File: src/design/ftlf_pkg.sv
`timescale 1ns / 1ps

package ftlf_pkg;

    localparam int TIME_BITS   = 48;
    localparam int FN_BITS     = 16;
    localparam int PERIOD_BITS = 24;
    localparam int THR_BITS    = 24;
    localparam int REC_BITS    = 8;
    localparam int STEP_BITS   = PERIOD_BITS + FN_BITS;
    localparam int APB_DATA_BITS = 32;
    localparam int APB_ADDR_BITS = 5;
    localparam int IN_DATA_BITS  = TIME_BITS + FN_BITS;
    localparam int OUT_DATA_BITS = ((TIME_BITS + 7) / 8) * 8;
    localparam int OUT_USER_BITS = 3;

    localparam logic [PERIOD_BITS-1:0] RST_FRAME_PERIOD = PERIOD_BITS'(1001000);
    localparam logic [THR_BITS-1:0]    RST_LATE_THR     = THR_BITS'(1000);
    localparam logic [THR_BITS-1:0]    RST_EARLY_THR    = THR_BITS'(3000);
    localparam logic [REC_BITS-1:0]    RST_MAX_RECOVERY = REC_BITS'(10);
    localparam logic [FN_BITS-1:0]     RST_MAX_SKIPPED  = FN_BITS'(100);
    localparam logic [REC_BITS-1:0]    MISS_MAX         = {REC_BITS{1'b1}};

    typedef enum logic [2:0] {
        REG_FRAME_PERIOD = 3'd0,
        REG_LATE_THR     = 3'd1,
        REG_EARLY_THR    = 3'd2,
        REG_MAX_RECOVERY = 3'd3,
        REG_MAX_SKIPPED  = 3'd4
    } t_reg_idx;

    typedef struct packed {
        logic [PERIOD_BITS-1:0] frame_period;
        logic [THR_BITS-1:0]    late_threshold;
        logic [THR_BITS-1:0]    early_threshold;
        logic [REC_BITS-1:0]    recovery_limit;
        logic [FN_BITS-1:0]     skip_limit;
    } t_cfg;

    typedef struct packed {
        logic skip_reset;
        logic lock_lost;
        logic early;
    } t_flags;

endpackage

File: src/design/ftlf_regs.sv
`timescale 1ns / 1ps

module ftlf_regs (
    input  logic                               i_clk,
    input  logic                               i_rst_n,
    input  logic                               psel,
    input  logic                               penable,
    input  logic                               pwrite,
    input  logic [ftlf_pkg::APB_ADDR_BITS-1:0] paddr,
    input  logic [ftlf_pkg::APB_DATA_BITS-1:0] pwdata,
    output logic [ftlf_pkg::APB_DATA_BITS-1:0] prdata,
    output logic                               pready,
    output ftlf_pkg::t_cfg                     o_cfg
);
    import ftlf_pkg::*;

    t_cfg       r_cfg;
    t_cfg       n_cfg;
    logic [2:0] w_idx;
    logic       w_wr;

    assign w_idx  = paddr[APB_ADDR_BITS-1:2];
    assign w_wr   = psel && penable && pwrite && pready;
    assign pready = 1'b1;
    assign o_cfg  = r_cfg;

    always_comb begin
        n_cfg = r_cfg;
        if (w_wr) begin
            unique case (w_idx)
                REG_FRAME_PERIOD: n_cfg.frame_period    = pwdata[PERIOD_BITS-1:0];
                REG_LATE_THR:     n_cfg.late_threshold  = pwdata[THR_BITS-1:0];
                REG_EARLY_THR:    n_cfg.early_threshold = pwdata[THR_BITS-1:0];
                REG_MAX_RECOVERY: n_cfg.recovery_limit  = pwdata[REC_BITS-1:0];
                REG_MAX_SKIPPED:  n_cfg.skip_limit      = pwdata[FN_BITS-1:0];
                default: ;
            endcase
        end
    end

    always_comb begin
        unique case (w_idx)
            REG_FRAME_PERIOD: prdata = APB_DATA_BITS'(r_cfg.frame_period);
            REG_LATE_THR:     prdata = APB_DATA_BITS'(r_cfg.late_threshold);
            REG_EARLY_THR:    prdata = APB_DATA_BITS'(r_cfg.early_threshold);
            REG_MAX_RECOVERY: prdata = APB_DATA_BITS'(r_cfg.recovery_limit);
            REG_MAX_SKIPPED:  prdata = APB_DATA_BITS'(r_cfg.skip_limit);
            default:          prdata = '0;
        endcase
    end

    always_ff @(posedge i_clk) begin
        if (!i_rst_n) begin
            r_cfg.frame_period    <= RST_FRAME_PERIOD;
            r_cfg.late_threshold  <= RST_LATE_THR;
            r_cfg.early_threshold <= RST_EARLY_THR;
            r_cfg.recovery_limit  <= RST_MAX_RECOVERY;
            r_cfg.skip_limit      <= RST_MAX_SKIPPED;
        end else begin
            r_cfg <= n_cfg;
        end
    end

endmodule

File: src/design/ftlf_filter.sv
`timescale 1ns / 1ps

module ftlf_filter (
    input  logic                           i_clk,
    input  logic                           i_rst_n,
    input  logic                           i_en,
    input  ftlf_pkg::t_cfg                 i_cfg,
    input  logic [ftlf_pkg::TIME_BITS-1:0] i_time,
    input  logic [ftlf_pkg::FN_BITS-1:0]   i_frame,
    output logic [ftlf_pkg::TIME_BITS-1:0] o_time,
    output ftlf_pkg::t_flags               o_flags
);
    import ftlf_pkg::*;

    logic [TIME_BITS-1:0] r_ant_time, n_ant_time;
    logic                 r_ant_valid, n_ant_valid;
    logic [TIME_BITS-1:0] r_rel_time, n_rel_time;
    logic                 r_rel_valid, n_rel_valid;
    logic [REC_BITS-1:0]  r_miss, n_miss;
    logic [FN_BITS-1:0]   r_prev_frame;

    logic [FN_BITS-1:0]   w_gap;
    logic                 w_skip;
    logic                 w_av0, w_rv0;
    logic [REC_BITS-1:0]  w_mc0, w_mc1;
    logic [STEP_BITS-1:0] w_step;
    logic [TIME_BITS-1:0] w_at1, w_rt1, w_rt2, w_late_diff;
    logic                 w_rv2;

    function automatic logic [TIME_BITS-1:0] sat_add(input logic [TIME_BITS-1:0] t,
                                                     input logic [STEP_BITS-1:0] s);
        logic [TIME_BITS:0] sum;
        sum = {1'b0, t} + (TIME_BITS+1)'(s);
        return sum[TIME_BITS] ? {TIME_BITS{1'b1}} : sum[TIME_BITS-1:0];
    endfunction

    assign w_gap  = i_frame - r_prev_frame;
    assign w_skip = w_gap > i_cfg.skip_limit;
    assign w_av0  = r_ant_valid && !w_skip;
    assign w_rv0  = r_rel_valid && !w_skip;
    assign w_mc0  = w_skip ? '0 : r_miss;
    assign w_mc1  = (w_mc0 != MISS_MAX) ? w_mc0 + REC_BITS'(1) : w_mc0;
    assign w_step = STEP_BITS'(i_cfg.frame_period) * STEP_BITS'(w_gap);
    assign w_at1  = w_av0 ? sat_add(r_ant_time, w_step) : r_ant_time;
    assign w_rt1  = w_rv0 ? sat_add(r_rel_time, w_step) : r_rel_time;
    assign w_rt2  = (!w_rv0 || i_time < w_rt1) ? i_time : w_rt1;
    assign w_rv2  = 1'b1;
    assign w_late_diff = i_time - w_at1;

    always_comb begin
        n_ant_time       = w_at1;
        n_ant_valid      = w_av0;
        n_rel_time       = w_rt2;
        n_rel_valid      = w_rv2;
        n_miss           = w_mc0;
        o_time           = i_time;
        o_flags.skip_reset = w_skip;
        o_flags.lock_lost  = 1'b0;
        o_flags.early      = w_av0 && (w_at1 > TIME_BITS'(i_cfg.early_threshold))
                             && (i_time < w_at1 - TIME_BITS'(i_cfg.early_threshold));
        priority if (!w_av0 || i_time < w_at1) begin
            n_ant_time  = i_time;
            n_ant_valid = 1'b1;
            n_rel_valid = 1'b0;
            n_miss      = '0;
        end else if (w_late_diff > TIME_BITS'(i_cfg.late_threshold)) begin
            n_miss = w_mc1;
            o_time = w_at1;
            if (w_mc1 > i_cfg.recovery_limit) begin
                n_ant_time        = w_rt2;
                n_ant_valid       = w_rv2;
                n_rel_valid       = 1'b0;
                o_flags.lock_lost = 1'b1;
                o_time            = w_rt2;
            end
        end else begin
            o_time = i_time;
        end
    end

    always_ff @(posedge i_clk) begin
        if (!i_rst_n) begin
            r_ant_time   <= '0;
            r_ant_valid  <= 1'b0;
            r_rel_time   <= '0;
            r_rel_valid  <= 1'b0;
            r_miss       <= '0;
            r_prev_frame <= '0;
        end else if (i_en) begin
            r_ant_time   <= n_ant_time;
            r_ant_valid  <= n_ant_valid;
            r_rel_time   <= n_rel_time;
            r_rel_valid  <= n_rel_valid;
            r_miss       <= n_miss;
            r_prev_frame <= i_frame;
        end
    end

endmodule

File: src/design/frame_timestamp_lock_filter_core.sv
`timescale 1ns / 1ps
// datapath: a request passes the input register, then the result register (input register, result register)
// throughput: one request per cycle while the output is not stalled; the filter state loop
//   (multiply-add, saturate, compare) is combinational between input and result registers
// reset: synchronous active low; clears handshake state and filter state, loads
//   register defaults

module frame_timestamp_lock_filter_core (
    input  logic                               i_clk,
    input  logic                               i_rst_n,
    input  logic                               s_axis_tvalid,
    output logic                               s_axis_tready,
    input  logic [ftlf_pkg::IN_DATA_BITS-1:0]  s_axis_tdata,   // arrival time, frame id
    output logic                               m_axis_tvalid,
    input  logic                               m_axis_tready,
    output logic [ftlf_pkg::OUT_DATA_BITS-1:0] m_axis_tdata,   // filtered time
    output logic [ftlf_pkg::OUT_USER_BITS-1:0] m_axis_tuser,   // early, lock_lost, skip_reset
    input  logic                               psel,
    input  logic                               penable,
    input  logic                               pwrite,
    input  logic [ftlf_pkg::APB_ADDR_BITS-1:0] paddr,
    input  logic [ftlf_pkg::APB_DATA_BITS-1:0] pwdata,
    output logic [ftlf_pkg::APB_DATA_BITS-1:0] prdata,
    output logic                               pready
);
    import ftlf_pkg::*;

    t_cfg                 w_cfg;
    logic                 r_in_valid;
    logic [TIME_BITS-1:0] r_in_time;
    logic [FN_BITS-1:0]   r_in_frame;
    logic                 r_out_valid;
    logic [TIME_BITS-1:0] r_out_time;
    t_flags               r_out_flags;
    logic                 w_adv;
    logic [TIME_BITS-1:0] w_res_time;
    t_flags               w_res_flags;

    assign w_adv         = r_in_valid && (!r_out_valid || m_axis_tready);
    assign s_axis_tready = !r_in_valid || w_adv;
    assign m_axis_tvalid = r_out_valid;
    assign m_axis_tdata  = OUT_DATA_BITS'(r_out_time);
    assign m_axis_tuser  = r_out_flags;

    ftlf_regs u_regs (
        .i_clk   (i_clk),
        .i_rst_n (i_rst_n),
        .psel    (psel),
        .penable (penable),
        .pwrite  (pwrite),
        .paddr   (paddr),
        .pwdata  (pwdata),
        .prdata  (prdata),
        .pready  (pready),
        .o_cfg   (w_cfg)
    );

    ftlf_filter u_filter (
        .i_clk   (i_clk),
        .i_rst_n (i_rst_n),
        .i_en    (w_adv),
        .i_cfg   (w_cfg),
        .i_time  (r_in_time),
        .i_frame (r_in_frame),
        .o_time  (w_res_time),
        .o_flags (w_res_flags)
    );

    always_ff @(posedge i_clk) begin
        if (!i_rst_n) begin
            r_in_valid  <= 1'b0;
            r_out_valid <= 1'b0;
        end else begin
            if (s_axis_tready) begin
                r_in_valid <= s_axis_tvalid;
            end
            if (w_adv) begin
                r_out_valid <= 1'b1;
            end else if (m_axis_tready) begin
                r_out_valid <= 1'b0;
            end
        end
    end

    always_ff @(posedge i_clk) begin
        if (s_axis_tready && s_axis_tvalid) begin
            r_in_time  <= s_axis_tdata[TIME_BITS-1:0];
            r_in_frame <= s_axis_tdata[TIME_BITS +: FN_BITS];
        end
        if (w_adv) begin
            r_out_time  <= w_res_time;
            r_out_flags <= w_res_flags;
        end
    end

endmodule

File: config.mk
export PLATFORM = sky130hd
export DESIGN_NAME = frame_timestamp_lock_filter_core
export DESIGN_NICKNAME = d
export VERILOG_FILES = /design/src/design/ftlf_pkg.sv /design/src/design/ftlf_regs.sv /design/src/design/ftlf_filter.sv /design/src/design/frame_timestamp_lock_filter_core.sv
export SDC_FILE = /design/constraint.sdc
export NUM_CORES = 2
export LEC_CHECK = 0
export BUFFER_PORTS_ARGS = -buffer_cell sky130_fd_sc_hd__buf_2
export CAP_MARGIN = 40
export CORE_MARGIN = 3
export CORE_UTILIZATION = 50
export CTS_BUF_LIST = sky130_fd_sc_hd__clkbuf_4
export DETAILED_ROUTE_END_ITERATION = 7
export GPL_TIMING_DRIVEN = 0
export PLACE_DENSITY = 0.67
export SLEW_MARGIN = 20
export SYNTH_ARGS = -nofsm -noshare
export SYNTH_HDL_FRONTEND = slang
export SYNTH_SLANG_ARGS = --single-unit
File: constraint.sdc
create_clock -name i_clk -period 18.6 [get_ports i_clk]
set_input_delay 0.93 -clock i_clk [delete_from_list [all_inputs] [get_ports i_clk]]
set_output_delay 0.93 -clock i_clk [all_outputs]
set_load 0.05 [all_outputs]
==> metrics.csv <==
metric,value,unit
initial antenna violation count,6,
H-tree Lvls,3,
Antenna Nets Post-Route,0,
routed vias/inst,5.947,
number of distinct library cells after synthesis,107,
core area,0.08107,mm2
Cells after Synth,5138,
routing usage on met1,0.4576,
cell mode on critical path,fa_1,
die width,293.0,um
"EDFF count, synth",115,
share of cells above drive strength 1,0.1008,
gr usage total,0.3555,
Starting Density,0.5081,
"Warnings, synthesis",0,
commonest cells in the netlist,"nand2_1 (776), inv_1 (552), ha_1 (425)",
FMAX,56.23,MHz
fin crit share,0.9561,
CP Data Arrival Time,18.40,ns
post-synth top area share,0.1511,
Die Area,0.08586,mm2
largest net degree at the start of global routing,46,
sequential fraction of the synthesis area,0.1908,
Crit-path slowest cell,fa_1,
nets,6308,
Least-Margin Pin Slew,1.015,ns
"Primary FF master, synth",dfxtp_1,
DP HPWL,129800,um
Area Growth Syn to Fin,10.54,%
initial drt markers,3432,
met3 usage,0.06100,
footprint of the multi-input gates,0.03063,mm2
Final min period,17.78,ns
Synth Cell Area,0.04119,mm2
max_slew headroom,0.3213,
post-placement cell count,6404,
FF+latch area,0.007858,mm2
I/O Buffers,173,
CTS tree,done,
RD Place Congestion,1.014,
kind of critical path,register to register,
filler cell count,7773,
"count leader, synth",nand2_1,
Max clock buf depth,3,
final cell count without fillers,6604,
Core Rows,104,
drt pass-1 iters,6,
Worst setup SP type,register,
Clock Sinks,335,
CTS buffer count,95,
detailed-route via count,39280,
# IOs,194,
Max Cap Viol,0,
grt met2 use,0.5806,
number of global-route vias before repair,37890,
path category of the worst min-delay check,input pin to register,
post-synth top area cell,fa_1,
synth top area cells,"fa_1 (15%), ha_1 (13%), dfxtp_1 (11%)",
outcome,"complete, no violations",
CP Capture Type,register,
clock-pin slew on the worst setup and hold paths,0.07,ns
CTS Root Cell,clkbuf_4,
first-pass GRT wire length,230500,um
fraction of registers with async set/reset,0,
CP peak stage delay,0.55,ns
chip height,293.0,um
Slew Limit Fails,0,
final hold vios,0,
#FFs+latches synth,335,
clk_lat worst skew,0.93,ns
gr busiest metal,met2,
WL/cell,23.51,um
syn avg cell area,8.017,um2
Routed WL,155300,um
clock skew,0.1010,ns
final-report setup violation count,0,
Crit path required time,19.22,ns
drc violations,0,
critical-path maximum fanout,10,
GR Overflow Total,0,
## final cells by class
cell class | instances | area share
multi-input cells | 4008 | 0.6728
flip-flops and latches | 335 | 0.1726
inverters | 553 | 0.04559
repair buffers | 222 | 0.02913
well taps | 1060 | 0.02913
clock buffers | 143 | 0.02358
plain buffers | 249 | 0.02325
clock inverters | 28 | 0.003627
diodes | 6 | 0.0003298
## stage by stage
step	setup WS (ns)	area (um2)	TNS, ns	hold slack, ns	utilization
2_1_floorplan	2.976	41220	0	0.4435	-
3_3_place_gp	-2.032	43410	-183.61	0.4533	0.5355
3_5_place_dp	-2.064	43740	-173.79	0.4583	0.5395
4_1_cts	0.009347	45210	0	0.1033	0.5577
5_1_grt	-0.07508	45520	-1.391	0.1389	0.5616
6_report	0.8168	45530	0	0.1947	0.5617
## routing by layer
| layer | part of all wire | vias up | wire, um |
|---|---|---|---|
| met3 | 0.087 | 382 | 13460 |
| met4 | 0.056 | 2 | 8659 |
| met2 | 0.45 | 1885 | 70080 |
| met1 | 0.41 | 18760 | 63070 |
| met5 | 0.000071 | - | 11 |
| li1 | - | 18250 | - |
## layout by cell type (no fill, tap or decap), drive strengths merged, types with 67 or more instances in the layout
cell    netlist  final
inv         553    555
buf          59    276
dfxtp       220    220
mux2i        77     77
nand3        87     87
and2        143    143
a21oi       391    391
xor2         67     67
nor2        318    318
clkbuf      190    337
edfxtp      115    115
xnor2       130    130
a21boi      117    117
nand2       777    777
o21ai       296    296
ha          425    425
fa          311    311
a21o         94     94
## registers in the layout, summed over array words and instances, names as in the netlist, 3 cells and up
signal / flops
u_filter.r_prev_frame: 16
u_filter.r_ant_time: 48
m_axis_tdata: 48
r_in_time: 48
u_regs.o_cfg: 96
m_axis_tuser: 3
r_in_frame: 16
u_filter.r_rel_time: 48
u_filter.r_miss: 8
## kinds of logic after synthesis
group,after synthesis,synth area share
buf+inv,802,0.07485
compound gates,1297,0.2008
mux,99,0.02482
simple gates,1670,0.1865
xor+xnor,197,0.04189
flops,335,0.1908
fa+ha+maj,736,0.2802
other cells,2,0.0001823
## repair_timing
action	4_1_cts	5_1_grt
resized for setup	52	50
setup buffers	3	14
endpoints found under the setup margin	107	114
pin swaps	2	12
hold buffers	0	0
## final timing paths
check                                                            from                               endpoint  slack (ns)  depth (start not counted)
worst min-delay path                                 s_axis_tdata[24]                r_in_time[24]$_DFFE_PP_        0.19                          1
worst max-delay path                          r_in_frame[0]$_DFFE_PP_             m_axis_tdata[26]$_DFFE_PP_        0.82                         77
worst max register to register                r_in_frame[0]$_DFFE_PP_             m_axis_tdata[26]$_DFFE_PP_        0.82                         77
worst min register to register  u_filter.r_prev_frame[4]$_SDFFE_PN0P_  u_filter.r_prev_frame[4]$_SDFFE_PN0P_        0.46                          2
## critical path, delay by kind of cell (launching register included)
family	cells	cell delay, ns
AOI/OAI and AO/OA	34	6.41
adders and majority gates	12	4.56
and+or+nand+nor	16	3.72
buffers and inverters	12	1.77
xor gates and xnor gates	3	0.60
DFF	1	0.40
Power is not shown: default switching activity piles up to over one toggle a cycle in this logic, so the estimate is an artifact.
